## src/rtl/csp_pkg.sv

```systemverilog
// csp_pkg: shared types, constants and helpers of the colour string parser.
// No dependencies.
package csp_pkg;

    localparam int MAX_FRACTION_DIGITS = 8;
    localparam int NUM_W = 37;   // 510*total + p
    localparam int DEN_W = 28;   // 2*p
    localparam int POW_W = 27;   // 10^8 fits
    localparam logic [31:0] DEFAULT_ALPHA = 32'hFF00_0000;

    typedef enum logic [2:0] {
        MODE_START  = 3'd0,
        MODE_HEX    = 3'd1,
        MODE_PREFIX = 3'd2,
        MODE_RGB    = 3'd3,
        MODE_RGBA   = 3'd4,
        MODE_OPW    = 3'd5,
        MODE_OPF    = 3'd6,
        MODE_CLOSED = 3'd7
    } mode_t;

    typedef enum logic [1:0] {
        SEQ_IDLE,
        SEQ_FIN,
        SEQ_DIV
    } seq_t;

    typedef struct packed {
        mode_t       mode;
        logic [2:0]  pos;
        logic [31:0] hex_acc;
        logic [3:0]  hex_cnt;
        logic [1:0]  comp_idx;
        logic [7:0]  comp_val;
        logic        seen;
        logic [7:0]  red;
        logic [7:0]  green;
        logic [7:0]  blue;
        logic [1:0]  opw;
        logic [26:0] frac;
        logic [3:0]  fcnt;
        logic        failed;
    } parse_t;

    // {valid, value}
    function automatic logic [4:0] hex_value(input logic [7:0] c);
        logic [4:0] r;
        r = 5'd0;
        if (c >= "0" && c <= "9") r = {1'b1, 4'(c - "0")};
        else if (c >= "a" && c <= "f") r = {1'b1, 4'(c - "a" + 8'd10)};
        else if (c >= "A" && c <= "F") r = {1'b1, 4'(c - "A" + 8'd10)};
        return r;
    endfunction

    function automatic logic [POW_W-1:0] pow10(input logic [3:0] n);
        logic [POW_W-1:0] p;
        unique case (n)
            4'd0:    p = POW_W'(1);
            4'd1:    p = POW_W'(10);
            4'd2:    p = POW_W'(100);
            4'd3:    p = POW_W'(1000);
            4'd4:    p = POW_W'(10000);
            4'd5:    p = POW_W'(100000);
            4'd6:    p = POW_W'(1000000);
            4'd7:    p = POW_W'(10000000);
            default: p = POW_W'(100000000);
        endcase
        return p;
    endfunction

endpackage

```

## src/rtl/color_string_parser.sv

```systemverilog
// color_string_parser: top level, character parser, finish logic and output beat.
// Depends on csp_pkg and csp_div.
//
// Takes one character of a colour string per input beat (tlast marks the last
// character, tuser flags an empty string) and returns one beat per string with
// parse_ok in tuser and the ARGB word in tdata (zero on failure). Forms: '#'
// with 3, 4, 6 or 8 hex digits, "rgb(r,g,b)" and "rgba(r,g,b,o)"; spaces are
// dropped. Ordinary characters are taken back to back. After the last
// character a finish step checks the form; for rgba it then runs a restoring
// divider for round(o*255), one quotient bit a cycle, which gives the alpha
// byte of the result beat, saturated at 255. The block takes no beat while
// finishing a string, and takes no last or empty beat while a result still
// waits downstream; other characters are taken meanwhile.
module color_string_parser (
    input  logic        clk,
    input  logic        rst_n,
    input  logic        s_tvalid,
    output logic        s_tready,
    input  logic [7:0]  s_tdata,   // [7:0] character
    input  logic        s_tlast,   // final_char
    input  logic        s_tuser,   // empty_string
    output logic        m_tvalid,
    input  logic        m_tready,
    output logic [31:0] m_tdata,   // [31:0] argb_color
    output logic        m_tuser    // parse_ok
);
    import csp_pkg::*;

    seq_t        seq_reg, seq_next;
    parse_t      pst_reg, pst_next, tk;
    logic        ov_reg, ov_next;
    logic        ok_reg, ok_next;
    logic [31:0] argb_reg, argb_next;

    logic        s_fire;
    logic [7:0]  c;
    logic        is_dig;
    logic [3:0]  d;
    logic [4:0]  hv;
    logic [11:0] cv10;
    logic [30:0] fr10;
    logic        rgba;

    // finish path
    logic [23:0]        rgb;
    logic [31:0]        hex_word;
    logic               hex_ok;
    logic [POW_W-1:0]   p;
    logic [DEN_W-1:0]   total;
    logic [NUM_W-1:0]   num;
    logic               div_start, div_done;
    logic [7:0]         alpha;

    // only a beat that ends a string needs the output slot
    assign s_tready = (seq_reg == SEQ_IDLE) && (!ov_reg || m_tready || (!s_tlast && !s_tuser));
    assign s_fire   = s_tvalid && s_tready;
    assign c        = s_tdata;
    assign is_dig   = (c >= "0") && (c <= "9");
    assign d        = 4'(c - "0");
    assign hv       = hex_value(c);
    assign cv10     = ({4'd0, pst_reg.comp_val} << 3) + ({4'd0, pst_reg.comp_val} << 1)
                      + {8'd0, d};
    assign fr10     = ({4'd0, pst_reg.frac} << 3) + ({4'd0, pst_reg.frac} << 1) + {27'd0, d};
    assign rgba     = (pst_reg.mode == MODE_RGBA);

    // One character step on the parse state.
    always_comb
    begin
        tk = pst_reg;
        unique case (pst_reg.mode)
            MODE_START:
            begin
                if (c == "#") tk.mode = MODE_HEX;
                else if (c == "r")
                begin
                    tk.mode = MODE_PREFIX;
                    tk.pos  = 3'd1;
                end
                else tk.failed = 1'b1;
            end
            MODE_HEX:
            begin
                if (!hv[4]) tk.failed = 1'b1;
                else
                begin
                    tk.hex_acc = {pst_reg.hex_acc[27:0], hv[3:0]};
                    if (pst_reg.hex_cnt != 4'd15) tk.hex_cnt = pst_reg.hex_cnt + 4'd1;
                end
            end
            MODE_PREFIX:
            begin
                if (pst_reg.pos == 3'd1 && c == "g") tk.pos = 3'd2;
                else if (pst_reg.pos == 3'd2 && c == "b") tk.pos = 3'd3;
                else if (pst_reg.pos == 3'd3 && c == "(")
                begin
                    tk.mode = MODE_RGB; tk.comp_val = 8'd0; tk.seen = 1'b0; tk.pos = 3'd0;
                end
                else if (pst_reg.pos == 3'd3 && c == "a") tk.pos = 3'd4;
                else if (pst_reg.pos == 3'd4 && c == "(")
                begin
                    tk.mode = MODE_RGBA; tk.comp_val = 8'd0; tk.seen = 1'b0; tk.pos = 3'd0;
                end
                else tk.failed = 1'b1;
            end
            MODE_RGB, MODE_RGBA:
            begin
                if (is_dig)
                begin
                    tk.comp_val = (cv10 > 12'd255) ? 8'hFF : cv10[7:0];
                    tk.seen     = 1'b1;
                end
                else if (c == "+")
                begin
                    if (pst_reg.seen || pst_reg.pos != 3'd0) tk.failed = 1'b1;
                    else tk.pos = 3'd1;
                end
                else if (c == ",")
                begin
                    if (!pst_reg.seen || (pst_reg.comp_idx == 2'd2 && !rgba)) tk.failed = 1'b1;
                    else
                    begin
                        case (pst_reg.comp_idx)
                            2'd0:    tk.red   = pst_reg.comp_val;
                            2'd1:    tk.green = pst_reg.comp_val;
                            default: tk.blue  = pst_reg.comp_val;
                        endcase
                        tk.comp_idx = pst_reg.comp_idx + 2'd1;
                        tk.comp_val = 8'd0;
                        tk.seen     = 1'b0;
                        tk.pos      = 3'd0;
                        if (pst_reg.comp_idx == 2'd2) tk.mode = MODE_OPW;
                    end
                end
                else if (c == ")")
                begin
                    if (rgba || !pst_reg.seen || pst_reg.comp_idx != 2'd2) tk.failed = 1'b1;
                    else
                    begin
                        tk.blue = pst_reg.comp_val;
                        tk.mode = MODE_CLOSED;
                    end
                end
                else tk.failed = 1'b1;
            end
            MODE_OPW:
            begin
                if (is_dig)
                begin
                    if (pst_reg.opw == 2'd0) tk.opw = (d > 4'd1) ? 2'd2 : {1'b0, d[0]};
                    else tk.opw = 2'd2;
                    tk.seen = 1'b1;
                end
                else if (c == "." && pst_reg.seen) tk.mode = MODE_OPF;
                else if (c == ")" && pst_reg.seen) tk.mode = MODE_CLOSED;
                else tk.failed = 1'b1;
            end
            MODE_OPF:
            begin
                if (is_dig)
                begin
                    if (pst_reg.opw == 2'd1 && d != 4'd0) tk.opw = 2'd2;
                    if (pst_reg.fcnt < 4'(MAX_FRACTION_DIGITS))
                    begin
                        tk.frac = fr10[26:0];
                        tk.fcnt = pst_reg.fcnt + 4'd1;
                    end
                end
                else if (c == ")") tk.mode = MODE_CLOSED;
                else tk.failed = 1'b1;
            end
            default: tk.failed = 1'b1;
        endcase
    end

    // Finish terms, from the registered parse state.
    assign rgb = {pst_reg.red, pst_reg.green, pst_reg.blue};
    always_comb
    begin
        hex_ok   = 1'b1;
        hex_word = 32'd0;
        case (pst_reg.hex_cnt)
            4'd6: hex_word = pst_reg.hex_acc | DEFAULT_ALPHA;
            4'd8: hex_word = pst_reg.hex_acc;
            4'd3: hex_word = {8'hFF,
                              {2{pst_reg.hex_acc[11:8]}},
                              {2{pst_reg.hex_acc[7:4]}},
                              {2{pst_reg.hex_acc[3:0]}}};
            4'd4: hex_word = {{2{pst_reg.hex_acc[15:12]}},
                              {2{pst_reg.hex_acc[11:8]}},
                              {2{pst_reg.hex_acc[7:4]}},
                              {2{pst_reg.hex_acc[3:0]}}};
            default: hex_ok = 1'b0;
        endcase
    end

    assign p     = pow10(pst_reg.fcnt);
    assign total = pst_reg.opw[0] ? ({1'b0, p} + {1'b0, pst_reg.frac})
                                  : {1'b0, pst_reg.frac};
    // 2*total*255 + p over 2*p
    assign num   = ({9'd0, total} << 9) - ({9'd0, total} << 1) + {10'd0, p};

    csp_div u_div (
        .clk   (clk),
        .rst_n (rst_n),
        .start (div_start),
        .num   (num),
        .den   ({p, 1'b0}),
        .done  (div_done),
        .quot  (alpha)
    );

    // Sequencer and output beat.
    always_comb
    begin
        seq_next  = seq_reg;
        pst_next  = pst_reg;
        ov_next   = ov_reg;
        ok_next   = ok_reg;
        argb_next = argb_reg;
        div_start = 1'b0;
        if (ov_reg && m_tready) ov_next = 1'b0;
        unique case (seq_reg)
            SEQ_IDLE:
            begin
                if (s_fire)
                begin
                    if (s_tuser)
                    begin
                        pst_next  = '0;
                        ov_next   = 1'b1;
                        ok_next   = 1'b0;
                        argb_next = 32'd0;
                    end
                    else
                    begin
                        if (c != " " && !pst_reg.failed) pst_next = tk;
                        if (s_tlast) seq_next = SEQ_FIN;
                    end
                end
            end
            SEQ_FIN:
            begin
                seq_next  = SEQ_IDLE;
                pst_next  = '0;
                ov_next   = 1'b1;
                ok_next   = 1'b0;
                argb_next = 32'd0;
                if (!pst_reg.failed)
                begin
                    if (pst_reg.mode == MODE_HEX && hex_ok)
                    begin
                        ok_next   = 1'b1;
                        argb_next = hex_word;
                    end
                    else if (pst_reg.mode == MODE_CLOSED && pst_reg.comp_idx != 2'd3)
                    begin
                        ok_next   = 1'b1;
                        argb_next = DEFAULT_ALPHA | {8'd0, rgb};
                    end
                    else if (pst_reg.mode == MODE_CLOSED && pst_reg.opw[1] == 1'b0)
                    begin
                        // rgba: keep state, run the divider
                        seq_next  = SEQ_DIV;
                        pst_next  = pst_reg;
                        ov_next   = 1'b0;
                        div_start = 1'b1;
                    end
                end
            end
            SEQ_DIV:
            begin
                if (div_done)
                begin
                    seq_next  = SEQ_IDLE;
                    pst_next  = '0;
                    ov_next   = 1'b1;
                    ok_next   = 1'b1;
                    argb_next = {alpha, rgb};
                end
            end
            default: seq_next = SEQ_IDLE;
        endcase
    end

    always_ff @(posedge clk or negedge rst_n)
    begin
        if (!rst_n)
        begin
            seq_reg <= SEQ_IDLE;
            pst_reg <= '0;
            ov_reg  <= 1'b0;
        end
        else
        begin
            seq_reg <= seq_next;
            pst_reg <= pst_next;
            ov_reg  <= ov_next;
        end
    end

    always_ff @(posedge clk)
    begin
        ok_reg   <= ok_next;
        argb_reg <= argb_next;
    end

    assign m_tvalid = ov_reg;
    assign m_tuser  = ok_reg;
    assign m_tdata  = argb_reg;

    a_fail_zero: assert property (@(posedge clk) disable iff (!rst_n)
        ov_reg && !ok_reg |-> argb_reg == 32'd0)
        else $error("failed parse with nonzero colour");
    a_div_in_div: assert property (@(posedge clk) disable iff (!rst_n)
        div_done |-> seq_reg == SEQ_DIV)
        else $error("divider result outside divide step");
    a_slot_free: assert property (@(posedge clk) disable iff (!rst_n)
        seq_reg == SEQ_FIN |-> !ov_reg)
        else $error("finish with output slot still full");
    a_fin_after_last: assert property (@(posedge clk) disable iff (!rst_n)
        seq_reg == SEQ_FIN |-> $past(s_fire && s_tlast && !s_tuser))
        else $error("finish without a last beat");

endmodule

```

## src/rtl/csp_div.sv

```systemverilog
// csp_div: restoring divider giving the 8-bit alpha quotient, one bit a cycle.
// Depends on csp_pkg.
module csp_div (
    input  logic                      clk,
    input  logic                      rst_n,
    input  logic                      start,
    input  logic [csp_pkg::NUM_W-1:0] num,
    input  logic [csp_pkg::DEN_W-1:0] den,
    output logic                      done,
    output logic [7:0]                quot
);
    import csp_pkg::*;

    logic [NUM_W-1:0] rem_reg, rem_next;
    logic [NUM_W-1:0] dsh_reg, dsh_next;
    logic [8:0]       q_reg, q_next;
    logic [3:0]       cnt_reg, cnt_next;
    logic             busy_reg, busy_next;
    logic             done_reg, done_next;

    always_comb
    begin
        rem_next  = rem_reg;
        dsh_next  = dsh_reg;
        q_next    = q_reg;
        cnt_next  = cnt_reg;
        busy_next = busy_reg;
        done_next = 1'b0;
        if (start)
        begin
            rem_next  = num;
            dsh_next  = NUM_W'({den, 8'd0});
            q_next    = 9'd0;
            cnt_next  = 4'd9;
            busy_next = 1'b1;
        end
        else if (busy_reg)
        begin
            if (rem_reg >= dsh_reg)
            begin
                rem_next = rem_reg - dsh_reg;
                q_next   = {q_reg[7:0], 1'b1};
            end
            else
            begin
                q_next = {q_reg[7:0], 1'b0};
            end
            dsh_next = dsh_reg >> 1;
            cnt_next = cnt_reg - 4'd1;
            if (cnt_reg == 4'd1)
            begin
                busy_next = 1'b0;
                done_next = 1'b1;
            end
        end
    end

    always_ff @(posedge clk or negedge rst_n)
    begin
        if (!rst_n)
        begin
            busy_reg <= 1'b0;
            done_reg <= 1'b0;
            cnt_reg  <= 4'd0;
        end
        else
        begin
            busy_reg <= busy_next;
            done_reg <= done_next;
            cnt_reg  <= cnt_next;
        end
    end

    always_ff @(posedge clk)
    begin
        rem_reg <= rem_next;
        dsh_reg <= dsh_next;
        q_reg   <= q_next;
    end

    assign done = done_reg;
    assign quot = q_reg[8] ? 8'hFF : q_reg[7:0];

    a_done_after_busy: assert property (@(posedge clk) disable iff (!rst_n)
        done_reg |-> $past(busy_reg))
        else $error("divider done without a run");
    a_no_restart: assert property (@(posedge clk) disable iff (!rst_n)
        busy_reg && !done_next |=> busy_reg || done_reg)
        else $error("divider dropped a run");
    a_count_ends: assert property (@(posedge clk) disable iff (!rst_n)
        done_reg |-> cnt_reg == 4'd0)
        else $error("divider finished early");

endmodule
```

## config.mk

```make
export PLATFORM = sky130hd
export DESIGN_NAME = color_string_parser
export DESIGN_NICKNAME = d
export VERILOG_FILES = /design/src/rtl/csp_pkg.sv /design/src/rtl/color_string_parser.sv /design/src/rtl/csp_div.sv
export SDC_FILE = /design/constraint.sdc
export NUM_CORES = 1
export LEC_CHECK = 0
export BUFFER_PORTS_ARGS = -buffer_cell sky130_fd_sc_hd__buf_2
export CAP_MARGIN = 20
export CORE_ASPECT_RATIO = 0.75
export CORE_MARGIN = 2
export CORE_UTILIZATION = 30
export CTS_BUF_LIST = sky130_fd_sc_hd__clkbuf_8
export CTS_CLUSTER_DIAMETER = 60
export CTS_CLUSTER_SIZE = 10
export DETAILED_ROUTE_END_ITERATION = 8
export PLACE_DENSITY_LB_ADDON = 0.12
export SLEW_MARGIN = 20
export SYNTH_ARGS = -nofsm -noshare
export SYNTH_HDL_FRONTEND = slang
export SYNTH_SLANG_ARGS = --single-unit
```

## constraint.sdc

```tcl
create_clock -name clk -period 12.4 [get_ports clk]
set_input_delay 3.72 -clock clk [delete_from_list [all_inputs] [get_ports clk]]
set_output_delay 3.72 -clock clk [all_outputs]
set_load 0.02 [all_outputs]
```

==> results of run 1 <==
## final timing paths
kind                                      to  slack, ns  depth (start not counted)
hold / removal                  pst_reg[102]       0.49                          2
min in group asynchronous        pst_reg[59]       3.24                          1
max in group asynchronous     u_div.busy_reg       7.80                          2
setup / recovery                    s_tready       4.22                          5
setup reg to reg           u_div.rem_reg[33]       5.47                         26
hold reg to reg                 pst_reg[102]       0.49                          2
## layer usage
layer	GRT usage	up-vias	wire, µm
li1	-	7796	-
met3	0.0275	54	2200
met5	0	-	13
met4	0.0334	2	784
met1	0.267	7469	30200
met2	0.227	255	21100
## worst reg2reg max path, stage by stage, from the launching register on
cell and delay (ns):
dfrtp_1 0.45, inv_1 0.23, ha_1 0.26, nand2_1 0.07, a21oi_1 0.34, ha_1 0.36
a21o_1 0.18, a21o_1 0.19, o31ai_1 0.46, o211ai_2 0.18, a32oi_1 0.25, a21oi_1 0.16
o21a_1 0.20, nor2_1 0.11, xnor2_1 0.09, mux2i_1 0.31, fa_1 0.48, ha_1 0.37
nor2b_1 0.15, o21ai_0 0.22, a21oi_1 0.13, a31oi_1 0.36, o21a_1 0.19, a21oi_1 0.09
a2111oi_2 0.46, xor2_1 0.30, mux2i_1 0.11
## per-stage QoR
step | util | hold WS, ns | instances | worst slack (ns)
2_1_floorplan | - | 0.450 | 2147 | 4.47
3_3_place_gp | 0.322 | 0.462 | 2938 | 4.18
3_5_place_dp | 0.322 | 0.469 | 2938 | 4.21
4_1_cts | 0.334 | 0.486 | 3001 | 4.21
5_1_grt | 0.334 | 0.510 | 3001 | 4.15
6_report | 0.334 | 0.487 | 3002 | 4.22
## power breakdown
part	leakage (nW)	internal [mW]	total (mW)	switching, mW
sequential	2.78	0.892	1.01	0.117
combinational	5.91	1.09	2.87	1.77
clock	0.406	0.344	0.695	0.351
## kinds of logic after synthesis
family,share of synthesized area
xor+xnor,0.0500
flops,0.332
simple gates,0.170
mux,0.0446
compound gates,0.208
fa+ha+maj,0.153
buf+inv,0.0423
## cells in the final DEF (no fill, tap or decap), drive strengths merged, types with 22 or more instances in the layout
cell type / Yosys / layout
nand2: 256 / 256
ha: 197 / 197
o21ai: 191 / 191
a21oi: 162 / 162
inv: 123 / 137
nor2: 130 / 130
dfrtp: 120 / 120
edfxtp: 97 / 97
nand3: 70 / 70
xnor2: 67 / 67
buf: 15 / 67
a21o: 53 / 53
mux2: 42 / 42
xor2: 41 / 41
clkbuf: 71 / 40
mux2i: 37 / 37
a22o: 36 / 36
nor2b: 33 / 33
and2: 30 / 30
nand2b: 26 / 26
nor3: 25 / 25
and3: 22 / 22
## layout make-up
| type | instances | area (µm²) |
|---|---|---|
| tap | 810 | 1010 |
| antenna | 1 | 2.50 |
| inverter | 123 | 462 |
| multi-input combinational | 1703 | 11900 |
| fill | 6405 | 41400 |
| sequential | 235 | 6280 |
| clock inverter | 23 | 178 |
| clock buffer | 40 | 551 |
| timing repair buffer | 67 | 385 |
==> impl_metrics.json, run 1 <==
{
  "cp_num_buf_inv": 2,
  "post_drt_via_cell_ratio": 5.19,
  "cts_hold_buf": 0,
  "worstPathArrival_ns": 4.46,
  "die-area_um2": 65100,
  "rsz0062_at_grt": "false",
  "routed_wl_um": 54300,
  "ant_nets": 0,
  "hold_violations": 0,
  "gr-total-overflow": 0,
  "synth_commonest_cells": "nand2_1, ha_1, a21oi_1",
  "outcome": "finished, final reports clean",
  "ys_warn_count": 0,
  "cp_cell_sequence": "buf_2 -> nor2b_1 -> o21ai_0 -> and2_1 -> buf_2",
  "end_kind": "output pin",
  "vias": 15600,
  "grt_pass1_wl_um": 86600,
  "yosysUniqueCellTypes": 90,
  "initial_core_util": 0.304,
  "maxCapViolCount": 0,
  "cts-resized-gates": 0,
  "die_w_um": 294,
  "track_usage": 0.166,
  "holdCritStartpoint": "pst_reg[102]",
  "path_max_fanout": 3,
  "path_delay_family": "simple AND/OR/NAND/NOR gates",
  "crit_path_top_delay_cell": "nor2b_1",
  "fin_setup_tns_ns": 0,
  "portBuffers": 48,
  "netlist_instances": 2147,
  "finalSetupViolCount": 0,
  "drive_above_1_share": 0.0799,
  "clk_pin_slew_ns": 0.07,
  "htree_levels": 2,
  "seq_area_frac_synth": 0.332,
  "cpMostUsedCell": "buf_2",
  "nNetsFinal": 2397,
  "peakVddDrop_v": 0.000140,
  "syn_avg_cell_area_um2": 8.81,
  "setup.worst_path.start_class": "input pin",
  "cts_tree": "built",
  "period_share": 0.660,
  "p_leak_nw": 9.10,
  "synth-edff-count": 97,
  "async_flop_share": 0.511,
  "dr.pass1.iters": 5,
  "power_mw": 4.57,
  "insertion_delay_ns": 0.60,
  "grt_max_degree": 68,
  "hold_path_class": "flop to flop",
  "grt_pass1_vias": 15200,
  "max-slew-margin-rel": 0.330,
  "post-route-drc-count": 0,
  "crit_required_ns": 8.68,
  "first_iter_violations": 1125,
  "max_freq_mhz": 122,
  "clock_path_buffers": 3,
  "core_um2": 62200,
  "netlist_area_um2": 18900,
  "final.min_clock_period_ns": 8.18,
  "hpwl_um": 41000,
  "power_per_cell_area_nw_per_um2": 220,
  "slowest_delay_ns": 0.19,
  "r2r_start": "pst_reg[1]",
  "cts_buffers": 35,
  "synth.largest_area_cell": "dfrtp_1",
  "yosys-top-cells-area": "dfrtp_1, edfxtp_1, ha_1",
  "post_cts_buffers": 0,
  "ys_ff_latch": 235,
  "crit_start": "m_tready",
  "die_y_um": 221,
  "largest_register_ffs": 111,
  "dpl_cell_area_um2": 20000,
  "num_rows": 79,
  "synth.top_cell.area_share": 0.159,
  "ios": 49,
  "root_buffer": "clkbuf_8",
  "grt_antenna_before_repair": 2,
  "drv_slew": 0,
  "place.gp.congestion": 0.871,
  "drt-wirelength-per-cell_um": 18.1,
  "synth_most_common_cell": "nand2_1",
  "ys.flop_type": "dfrtp_1",
  "path_class": "input pin to output pin",
  "synthToLayoutAreaGrowth_pct": 9.67,
  "cts_sinks": 235,
  "fin_worst_skew_ns": 0.0518,
  "final_cell_area_um2": 20700,
  "synthesis.nets": 2379,
  "tightestPinTransition_ns": 1.01
}
Power figures use the tool's default switching activity.
==> run 2: changes to the inputs <==
==> constraint.sdc (replaced) <==
create_clock -name clk -period 8.15 [get_ports clk]
set_input_delay 2.445 -clock clk [delete_from_list [all_inputs] [get_ports clk]]
set_output_delay 2.445 -clock clk [all_outputs]
set_load 0.02 [all_outputs]
==> run 2 against run 1 <==
Compared with the run above:
- register-to-register slack worse by 4.0 ns
- clock power is 47% higher
- largest cell class unchanged
- highest routed layer is now met4
- non-clock buffer count is 1 higher
- cell area down 0.13%
- global-route usage about the same
- largest power group unchanged
==> impl_metrics.json, run 2 (synthesis gave the netlist of run 1 again) <==
{
  "final_common_cell": "nand2_1",
  "reg2reg_depth": 25,
  "dp_cells": 2939,
  "reg2reg_setup_slack_ns": 1.42,
  "cpMostUsedCell": "ha_1",
  "track_usage": 0.166,
  "path_class": "flop to flop",
  "end_kind": "flop",
  "routed_wl_um": 54600,
  "htree_levels": 2,
  "grt_pass1_wl_um": 86500,
  "dr.pass1.iters": 5,
  "post_cts_buffers": 0,
  "cts-resized-gates": 0,
  "portBuffers": 48,
  "grt_antenna_before_repair": 1,
  "max-slew-margin-rel": 0.324,
  "cts_buffers": 34,
  "cts_sinks": 235,
  "first_iter_violations": 1043,
  "hold-path-endpoint": "pst_reg[45]",
  "place.gp.congestion": 0.857,
  "min_path_cells": 1,
  "gr-total-overflow": 0,
  "grt_pass1_vias": 15100,
  "post-route-drc-count": 0,
  "holdCritStartpoint": "pst_reg[45]",
  "drt-wirelength-per-cell_um": 18.2,
  "initial_core_util": 0.304,
  "r2r_start": "pst_reg[1]",
  "p_leak_nw": 9.09,
  "largest_register_ffs": 111,
  "hold_violations": 0,
  "core_um2": 62200,
  "clk_pin_slew_ns": 0.07,
  "root_buffer": "clkbuf_8",
  "fin_worst_skew_ns": 0.0566,
  "drv_slew": 0,
  "finalSetupViolCount": 0,
  "cts_tree": "built",
  "stdcell_count": 2999,
  "num_rows": 79,
  "ios": 49,
  "max_freq_mhz": 149,
  "die_w_um": 294,
  "final.min_clock_period_ns": 6.73,
  "drive_above_1_share": 0.0791,
  "nNetsFinal": 2397,
  "grt_max_degree": 68,
  "slowest_delay_ns": 0.55,
  "worstPathArrival_ns": 7.05,
  "vias": 15700,
  "tightestPinTransition_ns": 1.01,
  "setup.worst_path.start_class": "flop",
  "rsz0062_at_grt": "false",
  "reg2reg_to": "u_div.rem_reg[36]",
  "ant_nets": 0,
  "crit_required_ns": 8.48,
  "path_max_fanout": 7,
  "cts_hold_buf": 0,
  "outcome": "finished, final reports clean",
  "power_per_cell_area_nw_per_um2": 332,
  "period_share": 0.825,
  "insertion_delay_ns": 0.60,
  "layout_common_cells": "nand2_1, ha_1, a21oi_1",
  "die_y_um": 221,
  "post_drt_via_cell_ratio": 5.22,
  "synthToLayoutAreaGrowth_pct": 9.52,
  "crit_path_top_delay_cell": "a2111oi_0",
  "maxCapViolCount": 0,
  "hpwl_um": 41600,
  "hold_path_class": "flop to flop",
  "fin_setup_tns_ns": 0,
  "peakVddDrop_v": 0.000272,
  "clock_path_buffers": 3,
  "die-area_um2": 65100
}
## run 2: worst max path at each step
stage,startpoint,to,slack [ns],depth (start not counted)
6_report,pst_reg[1],u_div.rem_reg[36],1.42,25
5_1_grt,pst_reg[1],u_div.rem_reg[33],0.84,26
4_1_cts,pst_reg[1],u_div.rem_reg[36],1.47,25
3_5_place_dp,pst_reg[1],u_div.rem_reg[36],1.44,25
3_3_place_gp,pst_reg[1],u_div.rem_reg[36],1.56,25
2_1_floorplan,s_tuser,m_tdata[0],1.69,3
## run 2: per-layer routing
metal	up-vias	routed length [µm]	share of wire	global-route usage
li1	7791	-	-	-
met1	7526	30200	0.55	0.272
met2	285	21300	0.39	0.228
met3	54	2350	0.043	0.0195
met4	0	825	0.015	0.0352
met5	-	0	0	0
## run 2: layout make-up
class / count / area (µm²)
clock inverters: 21 / 170
flip-flops and latches: 235 / 6280
repair buffers: 68 / 393
diodes: 1 / 2.50
clock buffers: 38 / 523
fillers: 6414 / 41500
inverters: 123 / 462
well taps: 810 / 1010
multi-input cells: 1703 / 11900
## run 2: power breakdown
| part | internal (mW) | total [mW] | switching, mW |
|---|---|---|---|
| combinational | 1.67 | 4.33 | 2.66 |
| sequential | 1.36 | 1.54 | 0.180 |
| clock | 0.503 | 1.02 | 0.516 |
| total | 3.53 | 6.88 | 3.36 |
## run 2: stage by stage
stage	setup WS (ns)	total power [mW]	hold WS, ns	area (µm²)	utilization
floorplan	1.69	4.63	0.450	18900	-
global placement	1.56	5.84	0.460	20000	0.322
detailed placement	1.44	5.83	0.469	20000	0.322
CTS	1.47	6.90	0.488	20700	0.333
global route	0.835	7.47	0.508	20700	0.333
finish	1.42	6.88	0.487	20700	0.333
## run 2: critical path: cells and delay by family (launching register included)
| kind | cells | cell delay, ns |
|---|---|---|
| and+or+nand+nor | 1 | 0.07 |
| AOI/OAI and AO/OA | 14 | 3.53 |
| muxes | 2 | 0.40 |
| buffers and inverters | 2 | 0.28 |
| adders and majority gates | 4 | 1.51 |
| DFF | 1 | 0.44 |
| xor gates and xnor gates | 2 | 0.26 |
